--- src/sv/rdd_pkg.sv ---
// shared types and constants of the depth image decoder
`timescale 1ns / 1ps

package rdd_pkg;

  // configuration register indexes
  localparam int unsigned RegNumPixels = 0;

  // reset value of the pixel count register (640 x 480)
  localparam logic [23:0] NumPixelsReset = 24'd307200;

  // code word geometry
  localparam int unsigned WordWidth   = 32;
  localparam int unsigned NibblesWord = 8;

  // what the next completed code means
  typedef enum logic [1:0] {
    PH_ZERO_CNT = 2'd0,
    PH_RUN_CNT  = 2'd1,
    PH_PIXEL    = 2'd2
  } rdd_phase_e;

  typedef struct packed {
    logic [15:0] pixel_value;
    logic [23:0] repeat_count;
    logic        image_end;
    logic        decode_error;
    logic        last;
  } rdd_result_t;

endpackage

--- src/sv/rdd_fifo.sv ---
// small word queue between the accepting front and the decode engine
`timescale 1ns / 1ps

module rdd_fifo #(
  parameter int unsigned Depth = 4,
  parameter int unsigned Width = 32
) (
  input  logic             clk_i,
  input  logic             rst_ni,
  input  logic             push_i,
  input  logic [Width-1:0] push_data_i,
  output logic             ready_o,
  input  logic             pop_i,
  output logic             valid_o,
  output logic [Width-1:0] pop_data_o
);

  localparam int unsigned PtrW = (Depth > 1) ? $clog2(Depth) : 1;
  localparam int unsigned CntW = $clog2(Depth + 1);

  logic [Width-1:0] mem_q [Depth];
  logic [PtrW-1:0]  wr_ptr_q, rd_ptr_q;
  logic [CntW-1:0]  count_q;
  logic             do_push, do_pop;

  assign ready_o    = (count_q != CntW'(Depth));
  assign valid_o    = (count_q != '0);
  assign pop_data_o = mem_q[rd_ptr_q];
  assign do_push    = push_i && ready_o;
  assign do_pop     = pop_i && valid_o;

  function automatic logic [PtrW-1:0] ptr_inc(input logic [PtrW-1:0] p);
    ptr_inc = (p == PtrW'(Depth - 1)) ? '0 : p + PtrW'(1);
  endfunction

  always_ff @(posedge clk_i or negedge rst_ni) begin
    if (!rst_ni) begin
      wr_ptr_q <= '0;
      rd_ptr_q <= '0;
      count_q  <= '0;
    end else begin
      if (do_push) wr_ptr_q <= ptr_inc(wr_ptr_q);
      if (do_pop)  rd_ptr_q <= ptr_inc(rd_ptr_q);
      if (do_push && !do_pop)      count_q <= count_q + CntW'(1);
      else if (do_pop && !do_push) count_q <= count_q - CntW'(1);
    end
  end

  always_ff @(posedge clk_i) begin
    if (do_push) mem_q[wr_ptr_q] <= push_data_i;
  end

endmodule

--- src/sv/rdd_engine.sv ---
// decode engine: one nibble a cycle unless stalled, result hold stage and output register
`timescale 1ns / 1ps

module rdd_engine
  import rdd_pkg::*;
#(
  parameter int unsigned CountWidth = 24
) (
  input  logic                 clk_i,
  input  logic                 rst_ni,
  input  logic [23:0]          num_pixels_i,
  input  logic                 word_valid_i,
  input  logic [WordWidth-1:0] word_i,
  output logic                 word_pop_o,
  output logic                 out_valid_o,
  input  logic                 out_ready_i,
  output rdd_result_t          out_o
);

  localparam int unsigned MaxGroups = CountWidth / 3;

  // word being taken apart
  logic [WordWidth-1:0] word_q;
  logic                 word_v_q;
  logic [2:0]           idx_q;

  // decoder state
  rdd_phase_e            phase_q, phase_d;
  logic [CountWidth-1:0] acc_q, acc_d;
  logic [3:0]            group_q, group_d;
  logic [23:0]           run_q, run_d;
  logic [15:0]           prev_q, prev_d;
  logic [23:0]           pl_q, pl_d;
  logic                  end_pend_q, end_pend_d;

  // result waiting to learn whether it closes its word
  rdd_result_t hold_q;
  logic        hold_v_q, hold_fin_q;

  rdd_result_t out_q, out_d;
  logic        out_v_q;

  logic                  step_en, out_free, push_res, push_fin, out_load;
  logic                  res_v, done, new_img, over;
  rdd_result_t           res;
  logic [3:0]            nib;
  logic [4:0]            sh;
  logic [CountWidth-1:0] acc_new;
  logic [32:0]           v_ext;
  logic [23:0]           pl_sub;
  logic [23:0]           run_dec;
  logic [15:0]           mag, delta, prev_new;

  assign out_free = !out_v_q || out_ready_i;
  assign step_en  = word_v_q && (!hold_v_q || out_free);

  // nibbles go from bit 31 down
  assign nib     = 4'(word_q >> {~idx_q, 2'b00});
  assign sh      = 5'(group_q) * 5'd3;
  assign acc_new = acc_q | (CountWidth'(nib[2:0]) << sh);
  assign v_ext   = 33'(acc_new);
  assign over    = v_ext > 33'(pl_q);
  assign pl_sub  = pl_q - v_ext[23:0];
  assign run_dec = run_q - 24'd1;
  assign mag      = v_ext[16:1];
  assign delta    = v_ext[0] ? ~mag : mag;
  assign prev_new = prev_q + delta;

  always_comb begin
    phase_d    = phase_q;
    acc_d      = acc_q;
    group_d    = group_q;
    run_d      = run_q;
    prev_d     = prev_q;
    pl_d       = pl_q;
    end_pend_d = end_pend_q;
    res_v      = 1'b0;
    res        = '0;
    new_img    = 1'b0;
    done       = 1'b0;
    if (end_pend_q) begin
      // image closed by the last pixel of a run
      res_v         = 1'b1;
      res.image_end = 1'b1;
      new_img       = 1'b1;
    end else begin
      done = (idx_q == 3'd7);
      if (nib[3]) begin
        if (({1'b0, group_q} + 5'd1) >= 5'(MaxGroups)) begin
          // code too long
          res_v            = 1'b1;
          res.image_end    = 1'b1;
          res.decode_error = 1'b1;
          new_img          = 1'b1;
        end else begin
          group_d = group_q + 4'd1;
          acc_d   = acc_new;
        end
      end else begin
        acc_d   = '0;
        group_d = '0;
        case (phase_q)
          PH_RUN_CNT: begin
            if (over) begin
              res_v            = 1'b1;
              res.image_end    = 1'b1;
              res.decode_error = 1'b1;
              new_img          = 1'b1;
            end else begin
              pl_d = pl_sub;
              if (v_ext == '0) begin
                if (pl_sub == '0) begin
                  res_v         = 1'b1;
                  res.image_end = 1'b1;
                  new_img       = 1'b1;
                end else begin
                  phase_d = PH_ZERO_CNT;
                end
              end else begin
                run_d   = v_ext[23:0];
                phase_d = PH_PIXEL;
              end
            end
          end
          PH_PIXEL: begin
            prev_d           = prev_new;
            res_v            = 1'b1;
            res.pixel_value  = prev_new;
            res.repeat_count = 24'd1;
            run_d            = run_dec;
            if (run_dec == '0) begin
              // end marker goes out from end_pend_q when the engine steps again, the word stays until then
              if (pl_q == '0) begin
                end_pend_d = 1'b1;
                done       = 1'b0;
              end else begin
                phase_d = PH_ZERO_CNT;
              end
            end
          end
          default: begin
            if (over) begin
              res_v            = 1'b1;
              res.image_end    = 1'b1;
              res.decode_error = 1'b1;
              new_img          = 1'b1;
            end else begin
              pl_d             = pl_sub;
              res_v            = (v_ext != '0);
              res.repeat_count = v_ext[23:0];
              phase_d          = PH_RUN_CNT;
            end
          end
        endcase
      end
    end
    if (new_img) begin
      phase_d    = PH_ZERO_CNT;
      acc_d      = '0;
      group_d    = '0;
      run_d      = '0;
      prev_d     = '0;
      pl_d       = num_pixels_i;
      end_pend_d = 1'b0;
      done       = 1'b1;
    end
  end

  assign push_res   = step_en && res_v && hold_v_q;
  assign push_fin   = hold_v_q && hold_fin_q && out_free && !(step_en && res_v);
  assign out_load   = push_res || push_fin;
  assign word_pop_o = word_valid_i && (!word_v_q || (step_en && done));

  // held result with its last flag settled
  always_comb begin
    out_d      = hold_q;
    out_d.last = push_res ? hold_fin_q : 1'b1;
  end

  always_ff @(posedge clk_i or negedge rst_ni) begin
    if (!rst_ni) begin
      phase_q    <= PH_ZERO_CNT;
      acc_q      <= '0;
      group_q    <= '0;
      run_q      <= '0;
      prev_q     <= '0;
      pl_q       <= NumPixelsReset;
      end_pend_q <= 1'b0;
      word_v_q   <= 1'b0;
      idx_q      <= '0;
      hold_v_q   <= 1'b0;
      hold_fin_q <= 1'b0;
      out_v_q    <= 1'b0;
    end else begin
      if (step_en) begin
        phase_q    <= phase_d;
        acc_q      <= acc_d;
        group_q    <= group_d;
        run_q      <= run_d;
        prev_q     <= prev_d;
        pl_q       <= pl_d;
        end_pend_q <= end_pend_d;
      end
      if (word_pop_o) begin
        word_v_q <= 1'b1;
        idx_q    <= '0;
      end else if (step_en && done) begin
        word_v_q <= 1'b0;
      end else if (step_en && !end_pend_q) begin
        idx_q <= idx_q + 3'd1;
      end
      if (step_en && res_v) begin
        hold_v_q   <= 1'b1;
        hold_fin_q <= done;
      end else if (push_fin) begin
        hold_v_q <= 1'b0;
      end else if (step_en && done) begin
        hold_fin_q <= 1'b1;
      end
      if (out_load)         out_v_q <= 1'b1;
      else if (out_ready_i) out_v_q <= 1'b0;
    end
  end

  always_ff @(posedge clk_i) begin
    if (word_pop_o)         word_q <= word_i;
    if (step_en && res_v)   hold_q <= res;
    if (out_load)           out_q  <= out_d;
  end

  assign out_valid_o = out_v_q;
  assign out_o       = out_q;

endmodule

--- src/sv/rvl_depth_decoder_core.sv ---
// top level of the run-length/variable-length depth image decoder
`timescale 1ns / 1ps
//
//  channel   direction  handshake                 payload
//  s_axis    in         tvalid/tready             tdata = code word
//  m_axis    out        tvalid/tready             tdata, tuser, tlast = one result
//  apb       in/out     psel/penable/pready       num_pixels at byte address 0
//
// the engine takes a code word apart one nibble per cycle while not stalled; a word
// whose nibble closes an image with the last pixel of a run is held for the end marker
// the engine shares one result channel, so a word with nine results sends them in turn
// reset clears all control state and loads the pixel count with 307200
// a four-entry word queue lets the input keep flowing while results are stalled;
// the engine stops when its hold stage and the output register are both full
//
module rvl_depth_decoder_core
  import rdd_pkg::*;
#(
  parameter int unsigned COUNT_WIDTH = 24,
  parameter int unsigned FIFO_DEPTH  = 4
) (
  input  logic        clk_i,
  input  logic        rst_ni,
  // input stream
  input  logic        s_axis_tvalid_i,
  output logic        s_axis_tready_o,
  input  logic [31:0] s_axis_tdata_i,   // [31:0] code_word
  // result stream
  output logic        m_axis_tvalid_o,
  input  logic        m_axis_tready_i,
  output logic [39:0] m_axis_tdata_o,   // [15:0] pixel_value, [39:16] repeat_count
  output logic [1:0]  m_axis_tuser_o,   // [0] image_end, [1] decode_error
  output logic        m_axis_tlast_o,
  // configuration
  input  logic        psel_i,
  input  logic        penable_i,
  input  logic        pwrite_i,
  input  logic [2:0]  paddr_i,
  input  logic [31:0] pwdata_i,
  output logic [31:0] prdata_o,
  output logic        pready_o
);

  logic [23:0]    num_pixels_q;
  logic           cfg_hit;

  logic           q_valid, q_pop;
  logic [31:0]    q_data;

  logic           res_valid;
  rdd_result_t    res;

  // register decode: bit 2 of the byte address selects the register
  assign cfg_hit  = (32'(paddr_i[2]) == RegNumPixels);
  assign pready_o = 1'b1;
  assign prdata_o = cfg_hit ? {8'd0, num_pixels_q} : 32'd0;

  always_ff @(posedge clk_i or negedge rst_ni) begin
    if (!rst_ni) begin
      num_pixels_q <= NumPixelsReset;
    end else if (psel_i && penable_i && pwrite_i && pready_o && cfg_hit) begin
      num_pixels_q <= pwdata_i[23:0];
    end
  end

  // front: accept code words into the queue
  rdd_fifo #(
    .Depth (FIFO_DEPTH),
    .Width (WordWidth)
  ) u_fifo (
    .clk_i       (clk_i),
    .rst_ni      (rst_ni),
    .push_i      (s_axis_tvalid_i),
    .push_data_i (s_axis_tdata_i),
    .ready_o     (s_axis_tready_o),
    .pop_i       (q_pop),
    .valid_o     (q_valid),
    .pop_data_o  (q_data)
  );

  // back: nibble decode and result delivery
  rdd_engine #(
    .CountWidth (COUNT_WIDTH)
  ) u_engine (
    .clk_i        (clk_i),
    .rst_ni       (rst_ni),
    .num_pixels_i (num_pixels_q),
    .word_valid_i (q_valid),
    .word_i       (q_data),
    .word_pop_o   (q_pop),
    .out_valid_o  (res_valid),
    .out_ready_i  (m_axis_tready_i),
    .out_o        (res)
  );

  assign m_axis_tvalid_o = res_valid;
  assign m_axis_tdata_o  = {res.repeat_count, res.pixel_value};
  assign m_axis_tuser_o  = {res.decode_error, res.image_end};
  assign m_axis_tlast_o  = res.last;

endmodule
--- config.mk ---
export PLATFORM = sky130hd
export DESIGN_NAME = rvl_depth_decoder_core
export DESIGN_NICKNAME = d
export VERILOG_FILES = /design/src/sv/rdd_pkg.sv /design/src/sv/rdd_fifo.sv /design/src/sv/rdd_engine.sv /design/src/sv/rvl_depth_decoder_core.sv
export SDC_FILE = /design/constraint.sdc
export NUM_CORES = 1
export LEC_CHECK = 0
export ABC_CLOCK_PERIOD_IN_PS = 10770
export BUFFER_PORTS_ARGS = -buffer_cell sky130_fd_sc_hd__buf_4
export CAP_MARGIN = 20
export CORE_ASPECT_RATIO = 1.1
export CORE_MARGIN = 1
export CORE_UTILIZATION = 46
export CTS_BUF_LIST = sky130_fd_sc_hd__clkbuf_16
export DETAILED_ROUTE_END_ITERATION = 8
export MAX_ROUTING_LAYER = met4
export PLACE_DENSITY = 0.62
export SETUP_SLACK_MARGIN = 0.5
export SYNTH_ARGS = -nofsm -noshare
export SYNTH_HDL_FRONTEND = slang
export SYNTH_SLANG_ARGS = --single-unit
--- constraint.sdc ---
create_clock -name clk_i -period 10.77 [get_ports clk_i]
set_input_delay 2.154 -clock clk_i [delete_from_list [all_inputs] [get_ports clk_i]]
set_output_delay 2.154 -clock clk_i [all_outputs]
set_load 0.1 [all_outputs]
# --- Yosys cells after proc, flatten, opt, wreduce, memory -nomap -nowiden ---
# Memories as Yosys holds them, arrays and structs flattened. A register that Yosys moved wholly into a read port is not among the register bits.
# Cells that the tools add are included.
totals:
  regBits: 218
  ramBits: 128
  inputBits: 74
  out_inout_bits: 78
  word_cells: 198
  mem_count: 1
op_classes:
  add_sub_neg: 10
  multipliers: 1
  magnitude_cmp: 2
  n_eq_ne: 19
  n_shift: 2
  muxes: 83
  bitwise_logic: 5
  n_reduce_logical: 50
mem_list:
  columns: ["name", "depth", "width", "read_ports", "rd_clocked_by_memory_dff", "wr", "line", "text"]
  rows:
  - ["u_fifo.mem_q", 4, 32, 1, 1, 1, "rdd_fifo.sv:21", "logic [Width-1:0] mem_q [Depth];"]
ops:
  columns: ["operator", "count"]
  rows:
  - ["$mux W24", 16]
  - ["$pmux W24 S2", 2]
  - ["$mux W16", 5]
  - ["$logic_not A24 Y1", 3]
  - ["$logic_not A33 Y1", 1]
  - ["$mux W1", 33]
  - ["$reduce_bool A33 Y1", 1]
  - ["$shr A32 B5 Y4", 1]
  - ["$mux W2", 14]
  - ["$gt A24 B24 Y1", 1]
  - ["$or A24 B24 Y24", 1]
  - ["$shl A3 B5 Y24", 1]
  - ["$sub A24 B1 Y24 const B", 1]
  - ["$sub A24 B24 Y24", 1]
  - ["$add A16 B16 Y16", 1]
  - ["$logic_and A1 B1 Y1", 16]
  - ["$mux W4", 4]
  - ["$not A16 Y16", 1]
  - ["$mux W3", 5]
  - ["$ne A3 B2 Y1 const B", 5]
  - ["$reduce_bool A2 Y1", 7]
  - ["$ne A2 B1 Y1 const B", 4]
  - ["$pmux W2 S2", 2]
  - ["$reduce_and A8 Y1", 1]
  - ["other kinds (27)", 45]

# --- Longest topological paths before layout ---
# Gate-level depths: netlist of the first run.
depth:
  ltp_word: 20
  ltp_mapped: 30
  mapped_depth_nobuf: 27

# --- Modules after synthesis ---
# Synthesis of the first run repeated with hierarchy kept, for this count alone.
unflattened:
  hier_cells: 1403
  area_unflattened_um2: 18472.7
modules_own_cells:
  columns: ["module", "n_inst", "cells_each", "area_each_um2", "seq_area_each_um2"]
  rows:
  - ["rdd_engine", 1, 1110, 12134.1, 6070.8]
  - ["rdd_fifo", 1, 205, 5106.1, 4018.9]
  - ["rvl_depth_decoder_core", 1, 88, 1232.4, 605.6]

# --- Least setup slack after synthesis of the first run ---
# OpenSTA, ideal clock, no wires.
synth_timing:
  kind: "flip-flop to flip-flop"
  from: "register u_engine.group_q[0]"
  to: "register u_engine.out_q (netlist bit u_engine.out_o[0]), enable pin"
  setup_ns: 0.403
  arrival_time_ns: 8.879
  t_required_ns: 10.367
  path_slack_ns: 1.488
  path_stages_with_launch: 23
  n_path_buf: 2
  synth_period_minus_slack_ns: 9.282
  cell_sequence: "dfrtp_1 ha_1 inv_1 fa_1 clkbuf_1 nand2_1 nor3_1 a21oi_1 inv_2 buf_1 ha_1 inv_1 fa_1 xor2_1 a2111o_1 or3_1 a2111o_1 or4_1 and4bb_1 and4_4 a221oi_1 nor2_1 o21a_1"
synth_between:
  elab_chain_cells: 15
synth_rtl:
  columns: ["element", "line", "text"]
  rows:
  - ["start, declared", "rdd_engine.sv:30", "logic [3:0] group_q, group_d;"]
  - ["start signal, assigned", "rdd_engine.sv:198", "group_q <= group_d;"]
  - ["$mul A4 B2 Y5", "rdd_engine.sv:59", "assign sh = 5'(group_q) * 5'd3;"]
  - ["$shl A3 B5 Y24", "rdd_engine.sv:60", "assign acc_new = acc_q | (CountWidth'(nib[2:0]) << sh);"]
  - ["$or A24 B24 Y24", "rdd_engine.sv:60", null]
  - ["$sub A24 B24 Y24", "rdd_engine.sv:63", "assign pl_sub = pl_q - v_ext[23:0];"]
  - ["$logic_not A24 Y1", "rdd_engine.sv:112", "if (pl_sub == '0) begin"]
  - ["$mux W1", "rdd_engine.sv:112", null]
  - ["$mux W1", "rdd_engine.sv:111", "if (v_ext == '0) begin"]
  - ["$mux W1", "rdd_engine.sv:104", "if (over) begin"]
  - ["$pmux W1 S2", "rdd_engine.sv:102", "case (phase_q)"]
  - ["$mux W1 (*)", "rdd_engine.sv:88", "if (nib[3]) begin"]
  - ["$mux W1 (*)", "rdd_engine.sv:81", "if (end_pend_q) begin"]
  - ["$logic_and A1 B1 Y1 (*)", "rdd_engine.sv:169, rdd_engine.sv:170", null]
  - ["$logic_not A1 Y1", "rdd_engine.sv:170", "assign push_fin = hold_v_q && hold_fin_q && out_free && !(step_en && res_v);"]
  - ["$logic_and A1 B1 Y1", "rdd_engine.sv:170", null]
  - ["$logic_or A1 B1 Y1 (*)", "rdd_engine.sv:171", "assign out_load = push_res || push_fin;"]
  - ["net u_engine.out_load", "rdd_engine.sv:43", "logic step_en, out_free, push_res, push_fin, out_load;"]
  - ["end signal, assigned", "rdd_engine.sv:228", "if (out_load) out_q <= out_d;"]
  - ["end, declared", "rdd_engine.sv:40", "rdd_result_t out_q, out_d;"]
# Mark *: on every way through the listed nets, which the timed path passes. The rest lies on a longest branch.
# A chain may end at the register's enable or synchronous reset.

# --- Final worst setup path of the first run ---
layout_timing:
  from: "register u_engine.group_q[0]"
  to: "register u_engine.pl_q[5]"
layout_between:
  elab_chain_cells: 13
layout_rtl:
  columns: ["element", "line", "text"]
  rows:
  - ["$mul A4 B2 Y5", "rdd_engine.sv:59", null]
  - ["$shl A3 B5 Y24", "rdd_engine.sv:60", null]
  - ["$or A24 B24 Y24", "rdd_engine.sv:60", null]
  - ["$sub A24 B24 Y24", "rdd_engine.sv:63", null]
  - ["$logic_not A24 Y1", "rdd_engine.sv:112", null]
  - ["$mux W1", "rdd_engine.sv:112", null]
  - ["$mux W1", "rdd_engine.sv:111", null]
  - ["$mux W1", "rdd_engine.sv:104", null]
  - ["$pmux W1 S2", "rdd_engine.sv:102", null]
  - ["$mux W1", "rdd_engine.sv:88", null]
  - ["$mux W1", "rdd_engine.sv:81", null]
  - ["$ne A2 B2 Y1 (no source line) or $ne A2 B1 Y1 (tied branches)", null, null]
  - ["$reduce_and A5 Y1 (no source line)", null, null]
  - ["end signal, assigned", "rdd_engine.sv:187", "pl_q <= NumPixelsReset;"]
  - ["end signal, assigned", "rdd_engine.sv:201", "pl_q <= pl_d;"]
  - ["end, declared", "rdd_engine.sv:33", "logic [23:0] pl_q, pl_d;"]
# Several ways; a longest one is shown, not always the timed one. The select of a mux whose other input is x is not followed.

==> results of run 1 <==
layer usage:
| metal | up-vias | track usage (%) | share of wire [%] |
|---|---|---|---|
| li1 | 6104 | - | - |
| met4 | 0 | 9.16 | 3.9 |
| met1 | 6384 | 29.7 | 44 |
| met3 | 110 | 3.99 | 5.9 |
| met2 | 416 | 34.6 | 46 |
| met5 | - | - | 0 |
cells by family after synthesis:
group | after synthesis | share of synthesized area, %
AOI/OAI and AO/OA | 330 | 11.9
xor gates and xnor gates | 51 | 2.39
adders and majority gates | 60 | 4.12
buffers and inverters | 136 | 3.18
DFF | 378 | 56.4
muxes | 141 | 10.3
other | 2 | 0.0396
and+or+nand+nor | 435 | 11.7
sequential cells by signal, summed over array words and instances, names as in the netlist, 3 cells and up:
register	cells
u_fifo.mem_q	128
u_engine.out_o	43
u_engine.hold_q	42
u_engine.word_q	32
num_pixels_q	24
u_engine.acc_q	24
u_engine.pl_q	24
u_engine.run_q	24
u_engine.prev_q	16
u_engine.group_q	4
u_engine.idx_q	3
u_fifo.count_q	3
cell type report:
type | count | area share, %
timing repair buffer | 171 | 5.97
clock inverter | 34 | 1.42
sequential | 378 | 48.9
clock buffer | 41 | 4.69
multi-input combinational | 1026 | 35.3
inverter | 49 | 0.840
tap | 513 | 2.93
cell usage after synthesis (35+ instances only):
master,instances,area [sq um]
nand2_1,86,323
nor2_1,123,462
mux2_2,81,912
inv_1,48,180
a21oi_1,88,440
dfrtp_1,125,3130
o21ai_0,44,220
clkbuf_1,53,199
a31oi_1,35,219
nand3_1,40,200
ha_1,56,701
edfxtp_1,245,7360
critical path: stages (launching register included):
cell,delay (ns)
dfrtp_1,0.73
ha_1,0.35
inv_1,0.10
fa_1,1.08
nand2_1,0.19
nor3_1,0.37
a21oi_1,0.24
inv_2,0.50
ha_1,0.28
inv_1,0.07
fa_1,0.45
xor2_1,0.19
a2111o_1,0.41
or3_1,0.37
a2111o_1,0.35
or4_1,0.56
and4bb_1,0.33
and4_4,0.37
a21oi_4,0.13
buf_4,0.33
a21oi_4,0.77
mux2_2,0.41
cells in the final DEF, fill, tap and decap left out, types with 9 or more instances in the layout:
| master | Yosys | layout |
|---|---|---|
| inv_1 | 48 | 56 |
| buf_4 | 13 | 169 |
| clkbuf_16 | 0 | 41 |
| and3_1 | 9 | 9 |
| nand2b_1 | 12 | 12 |
| dfrtp_1 | 125 | 123 |
| xnor2_1 | 34 | 34 |
| nor4_1 | 24 | 24 |
| o22ai_1 | 15 | 15 |
| o211ai_1 | 13 | 13 |
| nand3_1 | 40 | 40 |
| conb_1 | 2 | 9 |
| o21ai_0 | 44 | 44 |
| nand2_1 | 86 | 86 |
| mux4_2 | 34 | 34 |
| xor2_1 | 16 | 16 |
| a31oi_1 | 35 | 34 |
| mux2i_1 | 22 | 22 |
| nor2b_1 | 31 | 31 |
| nor3_1 | 20 | 20 |
| a21o_1 | 14 | 14 |
| a211oi_1 | 18 | 18 |
| ha_1 | 56 | 56 |
| or4_1 | 11 | 11 |
| and2_1 | 9 | 9 |
| mux2_2 | 81 | 81 |
| nor2_1 | 123 | 122 |
| or3_1 | 20 | 20 |
| nand4_1 | 19 | 19 |
| o31ai_1 | 10 | 10 |
| a21oi_1 | 88 | 88 |
| edfxtp_1 | 245 | 245 |
path summary, 6_finish.rpt:
path / end / slack (ns)
setup / recovery: u_engine.pl_q[5]$_DFFE_PN0P_ / 2.03
hold / removal: u_engine.out_o[42]$_DFFE_PP_ / 0.42
setup reg to reg: u_engine.pl_q[5]$_DFFE_PN0P_ / 2.03
hold reg to reg: u_engine.out_o[42]$_DFFE_PP_ / 0.42
max in group asynchronous: u_fifo.rd_ptr_q[1]$_DFFE_PN0N_ / 7.91
min in group asynchronous: u_engine.prev_q[9]$_DFFE_PN0P_ / 1.65
per-stage QoR:
step | setup slack [ns] | instance area, sq um | util [%] | instances | hold WS [ns]
5_1_grt | 1.57 | 21900 | 54.1 | 2212 | 0.425
2_1_floorplan | 1.49 | 19000 | - | 1540 | 0.400
3_3_place_gp | 2.15 | 20500 | 50.7 | 2136 | 0.402
6_report | 2.03 | 21900 | 54.1 | 2212 | 0.417
4_1_cts | 2.05 | 21900 | 54.0 | 2211 | 0.418
3_5_place_dp | 2.08 | 20500 | 50.7 | 2136 | 0.405
==> metrics.md, run 1 <==
| Metric | Value |
|---|---|
| CP startpoint kind | flip-flop |
| Worst Path Class, Setup | flip-flop to flip-flop |
| CTS tree | built |
| Max_cap viols | 0 |
| Clock buffer depth | 3 |
| Vias in the first global route | 12.8k |
| Hold Crit Class | flip-flop to flip-flop |
| Syn avg cell area | 12.4 sq um |
| DR DRC count | 0 |
| Largest net degree at the start of global routing | 88 |
| Die area | 42000 sq um |
| Dpl hpwl | 30800 um |
| Final hold violation count | 0 |
| Synthesized cell area | 19000 sq um |
| Sequential cell area | 10700 sq um |
| Die Wd | 196 um |
| Min-Delay Startpoint | u_engine.hold_q[42]$_SDFFCE_PP0P_ |
| Critical Path Fanout Max | 43 |
| Initial Util | 46.9% |
| Period minus WS final | 8.74 ns |
| Clock Sinks | 378 |
| Synth Warn # | 0 |
| Status | finished clean |
| CP endpoint kind | flip-flop |
| Final Max Tran Viols | 0 |
| Slew headroom | 28.5% |
| Worst-case reg-to-reg path depth | 21 |
| Vias per inst | 5.88 |
| Critical Path AT | 9.19 ns |
| Area of the multi-input gates | 7720 sq um |
| Worst setup path startpoint | u_engine.group_q[0]$_DFFE_PN0P_ |
| Initial DRC Count | 892 |
| Fin nets | 1801 |
| WP data required | 11.22 ns |
| Clk slew on worst S/H paths | 0.06 ns |
| Post-synthesis async set-or-reset flop share | 35.2% |
| Clock root cell | clkbuf_16 |
| EDFF count, synth | 245 |
| # IOs | 152 |
| First-pass GRT wire length | 71700 um |
| Hold_buf cts | 0 |
| Final period util | 81.2% |
| Unrepaired setup endpoints after global routing | no |
| Final Skew | 0.0200 ns |
| Antenna viol nets, final | 0 |
| Per-cell routed wire length | 20.6 um |
| Post-CTS Setup Bufs | 0 |
| Layout cells sized above 1 | 23.4% |
| Setup TNS | 0 ns |
| # rows | 77 |
| Max Fclk | 114 MHz |
| Gpl congestion | 0.905 |
| Antenna violations before repair | 1 |
| Remaining Overflow, GRT | 0 |
| Seq/Total Area, Yosys | 56.4% |
| Syn-to-layout area delta | 15.4% |
| IO Port Bufs | 132 |
| Worst-Skew Late Latency | 0.58 ns |
| Gate count of the mapped netlist | 1533 |
| WL final | 45500 um |
| Synth unique cells | 87 |
| TritonCTS buffer count | 41 |
| Core ar. | 40500 sq um |
| Tightest Pin Transition | 1.07 ns |
| Filler cells | 3382 |
| Die height | 215 um |
| DR pass1 iterations | 5 |
| GRT Util Overall | 22.6% |
| Seq cells post-synth | 378 |
| Antenna Cells | 0 |
| Level count of the clock H-tree | 2 |
| Commonest register cell after synthesis | edfxtp_1 |
| # setup viols final | 0 |
| Reg2reg start | u_engine.group_q[0]$_DFFE_PN0P_ |
| Vias | 13.0k |
| CTS resizes | 0 |
| Hold path cells | 0 |
Power of run 1 is left out: the tool's default activity adds up to more than one toggle a clock period on the data nets, which glitch-free logic cannot reach.
==> run 2, diff against run 1 <==
Settings changed: ABC_CLOCK_PERIOD_IN_PS 10770 to 8550.
Clock period 10.77 ns to 8.55 ns, I/O delays scaled along.
==> metrics.md, run 2 (synthesized netlist as in run 1, its figures left out) <==
| Metric | Value |
|---|---|
| # setup viols final | 0 |
| Die Wd | 196 um |
| WL final | 46300 um |
| Antenna Cells | 0 |
| Initial Util | 46.9% |
| # IOs | 152 |
| WP data required | 9.00 ns |
| Final Skew | 0.0198 ns |
| Tightest Pin Transition | 0.935 ns |
| Level count of the clock H-tree | 2 |
| Syn-to-layout area delta | 16.0% |
| Vias in the first global route | 12.7k |
| Fin nets | 1810 |
| Final period util | 86.0% |
| Largest net degree at the start of global routing | 86 |
| Unrepaired setup endpoints after global routing | no |
| Crit path max-delay family | compound AO/OA/AOI/OAI gates |
| Clk slew on worst S/H paths | 0.06 ns |
| Area of the multi-input gates | 7720 sq um |
| Final Max Tran Viols | 0 |
| Commonest non-fill, non-tap cells in the layout | 245 x edfxtp_1, 178 x buf_4, 122 x nor2_1, 122 x dfrtp_1, 88 x a21oi_1 |
| CP startpoint kind | flip-flop |
| Period minus WS final | 7.35 ns |
| Max_cap viols | 0 |
| Clock buffer depth | 3 |
| Remaining Overflow, GRT | 0 |
| Commonest non-fill, non-tap cell in the layout | edfxtp_1 |
| Top reg by flops | u_fifo.mem_q |
| Vias | 13.0k |
| Worst Path Class, Setup | flip-flop to flip-flop |
| Largest register FFs | 128 |
| Initial DRC Count | 1038 |
| Slew headroom | 37.5% |
| DR pass1 iterations | 5 |
| CP endpoint kind | flip-flop |
| Max Fclk | 136 MHz |
| GRT Util Overall | 23.0% |
| Gpl congestion | 0.910 |
| IO Port Bufs | 132 |
| Core ar. | 40500 sq um |
| Hold Crit Class | flip-flop to flip-flop |
| Slowest CP cell | dfrtp_2 |
| Die height | 215 um |
| Dpl hpwl | 32100 um |
| CTS tree | built |
| First-pass GRT wire length | 72900 um |
| Critical Path Fanout Max | 47 |
| Final hold violation count | 0 |
| DR DRC count | 0 |
| Vias per inst | 5.85 |
| Antenna viol nets, final | 0 |
| Worst path max stage delay | 0.69 ns |
| Setup TNS | 0 ns |
| # rows | 77 |
| Layout cells sized above 1 | 23.6% |
| TritonCTS buffer count | 39 |
| Clock root cell | clkbuf_16 |
| Clock Sinks | 378 |
| Filler cells | 3427 |
| Die area | 42000 sq um |
| Worst-path cell chain | mux2i_1, a22oi_1, nand2_1, nor3_1, a21oi_1, inv_2, ha_1, inv_1, fa_1, xor2_1, a2111o_1, or3_1, a2111o_1, or4_1, and4bb_1, and4_4, a21oi_4, buf_4, a21oi_4, mux2_2 |
| Sequential cell area | 10700 sq um |
| Critical Path AT | 7.80 ns |
| Worst-Skew Late Latency | 0.58 ns |
| Per-cell routed wire length | 20.9 um |
| Status | finished clean |
| Antenna violations before repair | 0 |
| Bufs and invs on worst path | 3 |
## run 2: area by class of cell
class / instances / area share (%)
Tap cell: 513 / 2.92
Sequential cell: 378 / 48.6
Inverter: 49 / 0.836
Clock buffer: 39 / 4.44
Clock inverter: 33 / 1.68
Multi-Input combinational cell: 1026 / 35.1
Timing Repair Buffer: 182 / 6.40
## run 2: final timing paths
| check | cells after the start | from | slack [ns] | end |
|---|---|---|---|---|
| min | 0 | u_engine.hold_q[42]$_SDFFCE_PP0P_ | 0.42 | u_engine.out_o[42]$_DFFE_PP_ |
| max | 20 | u_engine.idx_q[0]$_DFFE_PN0P_ | 1.20 | u_engine.prev_q[4]$_DFFE_PN0P_ |
| max in group asynchronous | 2 | rst_ni | 6.07 | num_pixels_q[6]$_DFFE_PN0P_ |
| min reg2reg | 0 | u_engine.hold_q[42]$_SDFFCE_PP0P_ | 0.42 | u_engine.out_o[42]$_DFFE_PP_ |
| max reg2reg | 20 | u_engine.idx_q[0]$_DFFE_PN0P_ | 1.20 | u_engine.prev_q[4]$_DFFE_PN0P_ |
| min in group asynchronous | 1 | rst_ni | 1.20 | u_fifo.wr_ptr_q[0]$_DFFE_PN0P_ |
## run 2: routing by layer
metal  up-vias  part of all wire (%)  track usage, %
met5         -                     0               -
met4         0                   3.7            8.87
met3        86                   4.8            3.66
met2       388                    47            36.3
met1      6393                    44            29.9
li1       6126                     -               -
## run 2: metrics by stage
step | instances | setup slack (ns) | hold slack (ns) | cell area [sq um] | util (%)
2_1_floorplan | 1540 | 0.503 | 0.400 | 19000 | -
3_3_place_gp | 2148 | 0.958 | 0.402 | 20600 | 51.0
3_5_place_dp | 2148 | 0.926 | 0.405 | 20600 | 51.0
4_1_cts | 2220 | 0.889 | 0.418 | 22000 | 54.4
5_1_grt | 2220 | 0.790 | 0.424 | 22000 | 54.4
6_report | 2220 | 1.20 | 0.419 | 22000 | 54.4
## run 2: timing repair
| action | CTS | global route |
|---|---|---|
| setup endpoints to repair | 0 | 28 |
| hold buffers | 0 | 0 |
| setup buffers | 0 | 0 |
| resized for setup | 0 | 1 |
## run 2: worst reg2reg max path, stage by stage (launching register included)
cell	delay, ns
dfrtp_2	0.69
mux2i_1	0.18
a22oi_1	0.61
nand2_1	0.27
nor3_1	0.44
a21oi_1	0.34
inv_2	0.13
ha_1	0.18
inv_1	0.06
fa_1	0.46
xor2_1	0.19
a2111o_1	0.42
or3_1	0.38
a2111o_1	0.35
or4_1	0.55
and4bb_1	0.31
and4_4	0.27
a21oi_4	0.07
buf_4	0.33
a21oi_4	0.58
mux2_2	0.40
Power of run 2 is left out for the same reason.
